File: src/hw/rtl/epsm_pkg.sv
// Shared types and constants for the exact pattern stream matcher.
// Holds the beat function codes, controller states and the command/status structs.
// Depends on nothing.
`timescale 1ns / 1ps

package epsm_pkg;

	localparam int MAX_PAT = 64;
	localparam int PAT_AW  = $clog2(MAX_PAT);
	localparam int LEN_W   = PAT_AW + 1;
	localparam int IDX_W   = 32;
	localparam int SYM_W   = 8;

	localparam logic [LEN_W-1:0] LEN_MAX = LEN_W'(MAX_PAT);

	typedef enum logic [1:0] {
		FUNC_START  = 2'd0,
		FUNC_APPEND = 2'd1,
		FUNC_TEXT   = 2'd2,
		FUNC_NONE   = 2'd3
	} epsm_func_t;

	typedef enum logic [1:0] {
		ST_IDLE,
		ST_FETCH,
		ST_CHECK,
		ST_EMIT
	} epsm_state_t;

	typedef struct packed {
		logic accept;
		logic fetch;
		logic advance;
		logic load_out;
	} epsm_cmd_t;

	typedef struct packed {
		logic scan_req;
		logic equal;
		logic last;
		logic out_free;
	} epsm_status_t;

endpackage

File: src/hw/rtl/epsm_ctrl.sv
// Controller state machine of the exact pattern stream matcher.
// Sequences beat acceptance, the byte-by-byte compare loop and result loading.
// Depends on epsm_pkg.
`timescale 1ns / 1ps

module epsm_ctrl (
	input  logic                  clk,
	input  logic                  arst_n,
	input  logic                  in_valid,
	output logic                  in_stall,
	input  epsm_pkg::epsm_status_t status,
	output epsm_pkg::epsm_cmd_t    cmd
);
	import epsm_pkg::*;

	epsm_state_t state_q;
	epsm_state_t state_d;

	always_ff @(posedge clk or negedge arst_n) begin
		if (!arst_n) begin
			state_q <= ST_IDLE;
		end else begin
			state_q <= state_d;
		end
	end

	always_comb begin
		state_d  = state_q;
		cmd      = '0;
		in_stall = 1'b1;
		unique case (state_q)
			ST_IDLE: begin
				in_stall = 1'b0;
				if (in_valid) begin
					cmd.accept = 1'b1;
					if (status.scan_req) begin
						state_d = ST_FETCH;
					end
				end
			end
			ST_FETCH: begin
				cmd.fetch = 1'b1;
				state_d   = ST_CHECK;
			end
			ST_CHECK: begin
				if (!status.equal) begin
					state_d = ST_IDLE;
				end else if (status.last) begin
					state_d = ST_EMIT;
				end else begin
					cmd.advance = 1'b1;
					state_d     = ST_FETCH;
				end
			end
			ST_EMIT: begin
				if (status.out_free) begin
					cmd.load_out = 1'b1;
					state_d      = ST_IDLE;
				end
			end
			default: begin
				state_d = ST_IDLE;
			end
		endcase
	end

endmodule

File: src/hw/rtl/epsm_datapath.sv
// Datapath of the exact pattern stream matcher: pattern and text memories,
// counters, the byte comparator and the output register.
// Depends on epsm_pkg.
`timescale 1ns / 1ps

module epsm_datapath (
	input  logic                         clk,
	input  logic                         arst_n,
	input  logic [1:0]                   func,
	input  logic [epsm_pkg::SYM_W-1:0]   symbol,
	input  epsm_pkg::epsm_cmd_t          cmd,
	output epsm_pkg::epsm_status_t       status,
	output logic                         out_valid,
	input  logic                         out_stall,
	output logic [epsm_pkg::IDX_W-1:0]   match_start,
	output logic                         pattern_overflow
);
	import epsm_pkg::*;

	logic [SYM_W-1:0]  pat_mem [MAX_PAT];
	logic [SYM_W-1:0]  win_mem [MAX_PAT];

	logic [LEN_W-1:0]  len_q;
	logic [LEN_W-1:0]  fill_q;
	logic [LEN_W-1:0]  fill_plus;
	logic [PAT_AW-1:0] wptr_q;
	logic [PAT_AW-1:0] base_q;
	logic [PAT_AW-1:0] k_q;
	logic [PAT_AW-1:0] win_ra;
	logic [IDX_W-1:0]  count_q;
	logic [IDX_W-1:0]  idx_q;
	logic [IDX_W-1:0]  match_q;
	logic              ovf_q;
	logic              ovf_out_q;
	logic              out_valid_q;
	logic [SYM_W-1:0]  pat_rd_q;
	logic [SYM_W-1:0]  win_rd_q;
	logic              pat_we;
	logic [PAT_AW-1:0] pat_wa;
	logic              win_we;

	assign fill_plus = (fill_q == LEN_MAX) ? fill_q : fill_q + LEN_W'(1);
	assign win_ra    = base_q + k_q;

	assign pat_we = cmd.accept && ((func == FUNC_START) ||
		((func == FUNC_APPEND) && (len_q < LEN_MAX)));
	assign pat_wa = (func == FUNC_START) ? '0 : len_q[PAT_AW-1:0];
	assign win_we = cmd.accept && (func == FUNC_TEXT);

	always_ff @(posedge clk) begin
		if (pat_we) begin
			pat_mem[pat_wa] <= symbol;
		end
	end

	always_ff @(posedge clk) begin
		if (win_we) begin
			win_mem[wptr_q] <= symbol;
		end
	end

	always_ff @(posedge clk) begin
		if (cmd.fetch) begin
			pat_rd_q <= pat_mem[k_q];
			win_rd_q <= win_mem[win_ra];
		end
	end

	always_ff @(posedge clk or negedge arst_n) begin
		if (!arst_n) begin
			len_q   <= '0;
			fill_q  <= '0;
			wptr_q  <= '0;
			count_q <= '0;
			ovf_q   <= 1'b0;
			k_q     <= '0;
		end else begin
			if (cmd.accept) begin
				k_q <= '0;
				case (func)
					FUNC_START: begin
						len_q   <= LEN_W'(1);
						ovf_q   <= 1'b0;
						count_q <= '0;
						fill_q  <= '0;
					end
					FUNC_APPEND: begin
						if (len_q < LEN_MAX) begin
							len_q <= len_q + LEN_W'(1);
						end else begin
							ovf_q <= 1'b1;
						end
					end
					FUNC_TEXT: begin
						wptr_q  <= wptr_q + PAT_AW'(1);
						fill_q  <= fill_plus;
						count_q <= count_q + IDX_W'(1);
					end
					default: begin
					end
				endcase
			end else if (cmd.advance) begin
				k_q <= k_q + PAT_AW'(1);
			end
		end
	end

	always_ff @(posedge clk) begin
		if (cmd.accept) begin
			base_q <= wptr_q + PAT_AW'(1) - len_q[PAT_AW-1:0];
			idx_q  <= count_q;
		end
	end

	always_ff @(posedge clk or negedge arst_n) begin
		if (!arst_n) begin
			out_valid_q <= 1'b0;
		end else if (cmd.load_out) begin
			out_valid_q <= 1'b1;
		end else if (out_valid_q && !out_stall) begin
			out_valid_q <= 1'b0;
		end
	end

	always_ff @(posedge clk) begin
		if (cmd.load_out) begin
			match_q   <= idx_q - IDX_W'(len_q) + IDX_W'(1);
			ovf_out_q <= ovf_q;
		end
	end

	assign status.scan_req = (func == FUNC_TEXT) && (len_q != '0) && (fill_plus >= len_q);
	assign status.equal    = (pat_rd_q == win_rd_q);
	assign status.last     = ({1'b0, k_q} == (len_q - LEN_W'(1)));
	assign status.out_free = !out_valid_q || !out_stall;

	assign out_valid        = out_valid_q;
	assign match_start      = match_q;
	assign pattern_overflow = ovf_out_q;

`ifndef ASSERT_OFF
	a_len_bound: assert property (@(posedge clk) disable iff (!arst_n)
		len_q <= LEN_MAX)
		else $error("Pattern length exceeds capacity.");

	a_fill_bound: assert property (@(posedge clk) disable iff (!arst_n)
		fill_q <= LEN_MAX)
		else $error("Window fill count exceeds capacity.");

	a_load_free: assert property (@(posedge clk) disable iff (!arst_n)
		cmd.load_out |-> (!out_valid_q || !out_stall))
		else $error("Result loaded over a beat that was not taken.");

	a_no_overlap: assert property (@(posedge clk) disable iff (!arst_n)
		(cmd.advance || cmd.fetch) |-> !cmd.accept)
		else $error("New beat accepted during a compare.");
`endif

endmodule

File: src/hw/rtl/exact_pattern_stream_matcher.sv
// Top level of the exact pattern stream matcher.
// Joins the controller and the datapath; depends on epsm_pkg, epsm_ctrl, epsm_datapath.
//
//   channel | handshake            | payload
//   in      | in_valid / in_stall  | func, symbol
//   out     | out_valid / out_stall| match_start, pattern_overflow
//
// Pattern beats, unused codes and text beats that cannot complete a match are taken in idle.
// A text beat that can complete a match compares the pattern byte by byte, FETCH then CHECK,
// through the single read port of each memory, back to idle at the first mismatch; on a full
// match EMIT loads the result once the output register is free. Reset clears the lengths,
// counters and flags; the memories are not cleared. A stalled result waits in the output
// register while later pattern beats and non-matching text beats are still taken.
`timescale 1ns / 1ps

module exact_pattern_stream_matcher (
	input  logic                       clk,
	input  logic                       arst_n,
	input  logic                       in_valid,
	output logic                       in_stall,
	input  logic [1:0]                 func,
	input  logic [epsm_pkg::SYM_W-1:0] symbol,
	output logic                       out_valid,
	input  logic                       out_stall,
	output logic [epsm_pkg::IDX_W-1:0] match_start,
	output logic                       pattern_overflow
);
	import epsm_pkg::*;

	epsm_cmd_t    cmd;
	epsm_status_t status;

	epsm_ctrl u_ctrl (
		.clk      (clk),
		.arst_n   (arst_n),
		.in_valid (in_valid),
		.in_stall (in_stall),
		.status   (status),
		.cmd      (cmd)
	);

	epsm_datapath u_datapath (
		.clk              (clk),
		.arst_n           (arst_n),
		.func             (func),
		.symbol           (symbol),
		.cmd              (cmd),
		.status           (status),
		.out_valid        (out_valid),
		.out_stall        (out_stall),
		.match_start      (match_start),
		.pattern_overflow (pattern_overflow)
	);

endmodule

File: config.mk
export PLATFORM = sky130hd
export DESIGN_NAME = exact_pattern_stream_matcher
export DESIGN_NICKNAME = d
export VERILOG_FILES = /design/src/hw/rtl/epsm_pkg.sv /design/src/hw/rtl/epsm_ctrl.sv /design/src/hw/rtl/epsm_datapath.sv /design/src/hw/rtl/exact_pattern_stream_matcher.sv
export SDC_FILE = /design/constraint.sdc
export NUM_CORES = 1
export LEC_CHECK = 0
export ABC_AREA = 1
export BUFFER_PORTS_ARGS = -buffer_cell sky130_fd_sc_hd__buf_2
export CAP_MARGIN = 0
export CELL_PAD_IN_SITES_DETAIL_PLACEMENT = 1
export CELL_PAD_IN_SITES_GLOBAL_PLACEMENT = 1
export CORE_MARGIN = 4
export CORE_UTILIZATION = 51
export CTS_CLUSTER_DIAMETER = 60
export DETAILED_ROUTE_END_ITERATION = 12
export HOLD_SLACK_MARGIN = 0.08
export PLACE_DENSITY_LB_ADDON = 0.1
export SLEW_MARGIN = 20
export SYNTH_ARGS = -nofsm -noshare
export SYNTH_HDL_FRONTEND = slang
export SYNTH_SLANG_ARGS = --single-unit
File: constraint.sdc
create_clock -name clk -period 4 [get_ports clk]
set_input_delay 0 -clock clk [delete_from_list [all_inputs] [get_ports clk]]
set_output_delay 0 -clock clk [all_outputs]
set_load 0.03 [all_outputs]
==> metrics.yaml <==
run_status:
  outcome: "finished clean"
critical_path:
  cp_max_fo: 40
  startpoint_type: "flop"
  end_kind: "flop"
  worstPathRequired_ns: 4.60
  critPathArrivalTime_ns: 3.88
  path_class: "flop to flop"
synthesis:
  async_flop_share: 0.0529
  synth_fp_nets: 5061
  ys_warn_count: 0
  synth_ff_type: "edfxtp_1"
  netlist_instances: 4982
  syn-cell-area_um2: 51900
  postSynthAreaPerCell_um2: 10.4
  ys_seq_area_frac: 0.673
  synth.lib_cells_used.distinct: 46
  ys_ff_latch: 1173
  synth_edf_count: 1111
route:
  viasPerCell: 5.76
  first_pass_iters: 5
  wirelength_um: 156000
  detail-route-antenna-nets: 0
  top_layer: "met5"
  drtIter0Drc: 3388
  post-route-drc-count: 0
  num_vias: 37950
  wl_per_cell_um: 23.7
  met2_length_um: 77100
  m1WireLength_um: 65800
  wl_met3_um: 8730
power_and_ir_drop:
  p_leak_uw: 0.0230
  pwr-share-comb: 0.275
  p_total_uw: 36800
  ir_worst_vdd_v: 0.000640
  power.density_nw_per_um2: 625
  seq_power_share: 0.393
  pwr-share-clk: 0.333
  intPower_uw: 24200
  p_sw_uw: 12600
  switching_share: 0.341
sta:
  worst_slew_pin_slew_ns: 1.09
  clock.fmax_mhz: 305
  setup_violations: 0
  worst_slack_ns: 0.723
  final_hold_viol_count: 0
  slew_headroom: 0.270
  drv_slew: 0
  rsz0062_at_grt: "false"
  finalCritPeriodShare: 0.819
  clock_skew_ns: 0.0251
  fin_crit_ns: 3.28
  fin_setup_tns_ns: 0
min_path:
  hold_path_class: "input pin to flop"
cts:
  worstSkewPairLatency_ns: 0.75
  cts_tree: "done"
  clock_sinks: 1173
  cts_resized: 0
  clkTransAtPathRegs_ns: 0.06
  cts_buffers: 132
  cts_setup_buffers: 0
  clock_path_buffers: 3
  clock_tree.root_cell: "clkbuf_16"
  ctsHoldBuffers: 18
  ctsHtreeMaxLevel: 4
final_layout:
  final_area_um2: 58900
  area_delta_synth_final_pct: 13.6
  fillCellCount: 10768
  layout.nets: 5205
  diodes: 0
  drive_gt1_frac: 0.0871
  final_cell_count_no_fill: 6583
grt:
  grt_pass1_vias: 39827
  gr-total-overflow: 0
  grt.total_usage: 0.291
  grt_max_degree: 169
  antenna_found_initial: 1
  grt_pass1_wl_um: 238000
floorplanning:
  die_x_um: 327
  core_area_um2: 100000
  io_pins: 49
  die-area_um2: 107000
  initial_core_util: 0.516
  die_h_um: 327
  rows: 116
placement:
  hpwlAfterDp_um: 96200
  dp_cells: 6330
  portBuffers: 48
  dp_slack_ns: 0.821
  placed_cell_area_um2: 54300
  place.gp.congestion: 0.873
flow_run:
  drv_cap: 0
-- metal layers --
| metal | vias to the layer above | global-route usage |
|---|---|---|
| met5 | - | 0 |
| met4 | 2 | 0.0954 |
| met3 | 277 | 0.0416 |
| met2 | 1189 | 0.496 |
| met1 | 19319 | 0.388 |
| li1 | 17163 | - |
-- cell usage after synthesis (all sizes together) (33+ instances only) --
library cell / count / area share
nand3: 370 / 0.036
dfrtp: 62 / 0.030
inv: 346 / 0.025
edfxtp: 1111 / 0.64
o211ai: 69 / 0.010
clkbuf: 104 / 0.0075
o21ai: 354 / 0.034
nand2: 1378 / 0.10
xor2: 36 / 0.0062
nand4: 35 / 0.0042
nor3: 33 / 0.0032
ha: 62 / 0.015
buf: 121 / 0.012
a21oi: 92 / 0.0089
nor2: 733 / 0.054
-- metrics by stage --
stage,util,hold WS [ns]
finish,0.587,0.120
global route,0.587,0.112
CTS,0.586,0.0840
detailed placement,0.541,0.174
global placement,0.541,0.183
floorplan,-,-0.296
-- cells by family after synthesis --
family / synth area share
AOI/OAI and AO/OA: 0.0572
adders and majority gates: 0.0161
DFF: 0.673
and+or+nand+nor: 0.202
buffers and inverters: 0.0447
xor gates and xnor gates: 0.00705
-- state kept, by name, summed over array words and instances (netlist names) --
register                     flops
u_datapath.base_q                6
u_datapath.win_rd_q              8
u_datapath.ovf_q                 1
u_datapath.k_q                   6
u_datapath.pat_rd_q              8
u_ctrl.state_q                   2
u_datapath.pat_mem             512
u_datapath.pattern_overflow      1
u_datapath.idx_q                32
u_datapath.wptr_q                6
u_datapath.count_q              32
u_datapath.win_mem             512
u_datapath.len_q                 7
u_datapath.fill_q                7
u_datapath.match_start          32
u_datapath.out_valid             1
-- worst max-delay path, cell delays in order, from the launching register on --
cell,delay (ns)
dfrtp_4,0.50
ha_4,0.18
fa_4,0.94
buf_4,0.52
nand3_1,0.14
nand2_1,0.08
nand2_1,0.06
nand3_1,0.20
nand3_1,0.21
nand2_1,0.12
nand2_1,0.07
nand2_1,0.10
-- power by group through the flow --
stage | sequential, uW | combinational, uW | clock (uW)
3_3_place_gp | 14700 | 9690 | 0
5_1_grt | 14500 | 11200 | 13000
4_1_cts | 14400 | 10100 | 12400
2_1_floorplan | 14600 | 6310 | 0
6_report | 14400 | 10100 | 12200
3_5_place_dp | 14700 | 9920 | 0
-- layout make-up --
type,count,area [um2],share of cell area
multi-input cells,3233,14700,0.249
flip-flops and latches,1173,34900,0.593
clock inverters,67,801,0.0136
repair buffers,235,1940,0.0329
inverters,351,1330,0.0226
clock buffers,167,3540,0.0601
well taps,1357,1700,0.0288
-- cells in the final DEF, fill, tap and decap left out, types with 8 or more instances in the layout --
cell / instances
a21oi_1: 91
a31oi_1: 8
buf_12: 15
buf_2: 39
buf_4: 162
bufinv_16: 16
clkbuf_1: 30
clkbuf_16: 137
clkinv_1: 29
clkinv_2: 15
dfrtp_1: 60
dlygate4sd3_1: 17
edfxtp_1: 1111
ha_1: 61
inv_1: 339
nand2_1: 1375
nand3_1: 364
nand4_1: 35
nor2_1: 724
nor3_1: 33
o211ai_1: 69
o21ai_0: 352
o22ai_1: 8
or2_2: 25
xor2_1: 35
-- path summary, 6_finish.rpt --
path | from | end | slack, ns | depth (start not counted)
min in group asynchronous | arst_n | u_datapath.len_q[4]$_DFFE_PN0P_ | 0.45 | 4
max | u_datapath.k_q[0]$_DFFE_PN0P_ | u_datapath.win_rd_q[7]$_DFFE_PN_ | 0.72 | 11
min | symbol[4] | u_datapath.win_mem[3][4]$_DFFE_PP_ | 0.12 | 2
max in group asynchronous | arst_n | u_datapath.k_q[0]$_DFFE_PN0P_ | 3.24 | 4
max reg2reg | u_datapath.k_q[0]$_DFFE_PN0P_ | u_datapath.win_rd_q[7]$_DFFE_PN_ | 0.72 | 11
min reg2reg | u_datapath.count_q[10]$_DFFE_PN0P_ | u_datapath.idx_q[10]$_DFFE_PP_ | 0.48 | 0
Power figures use the tool's default switching activity.
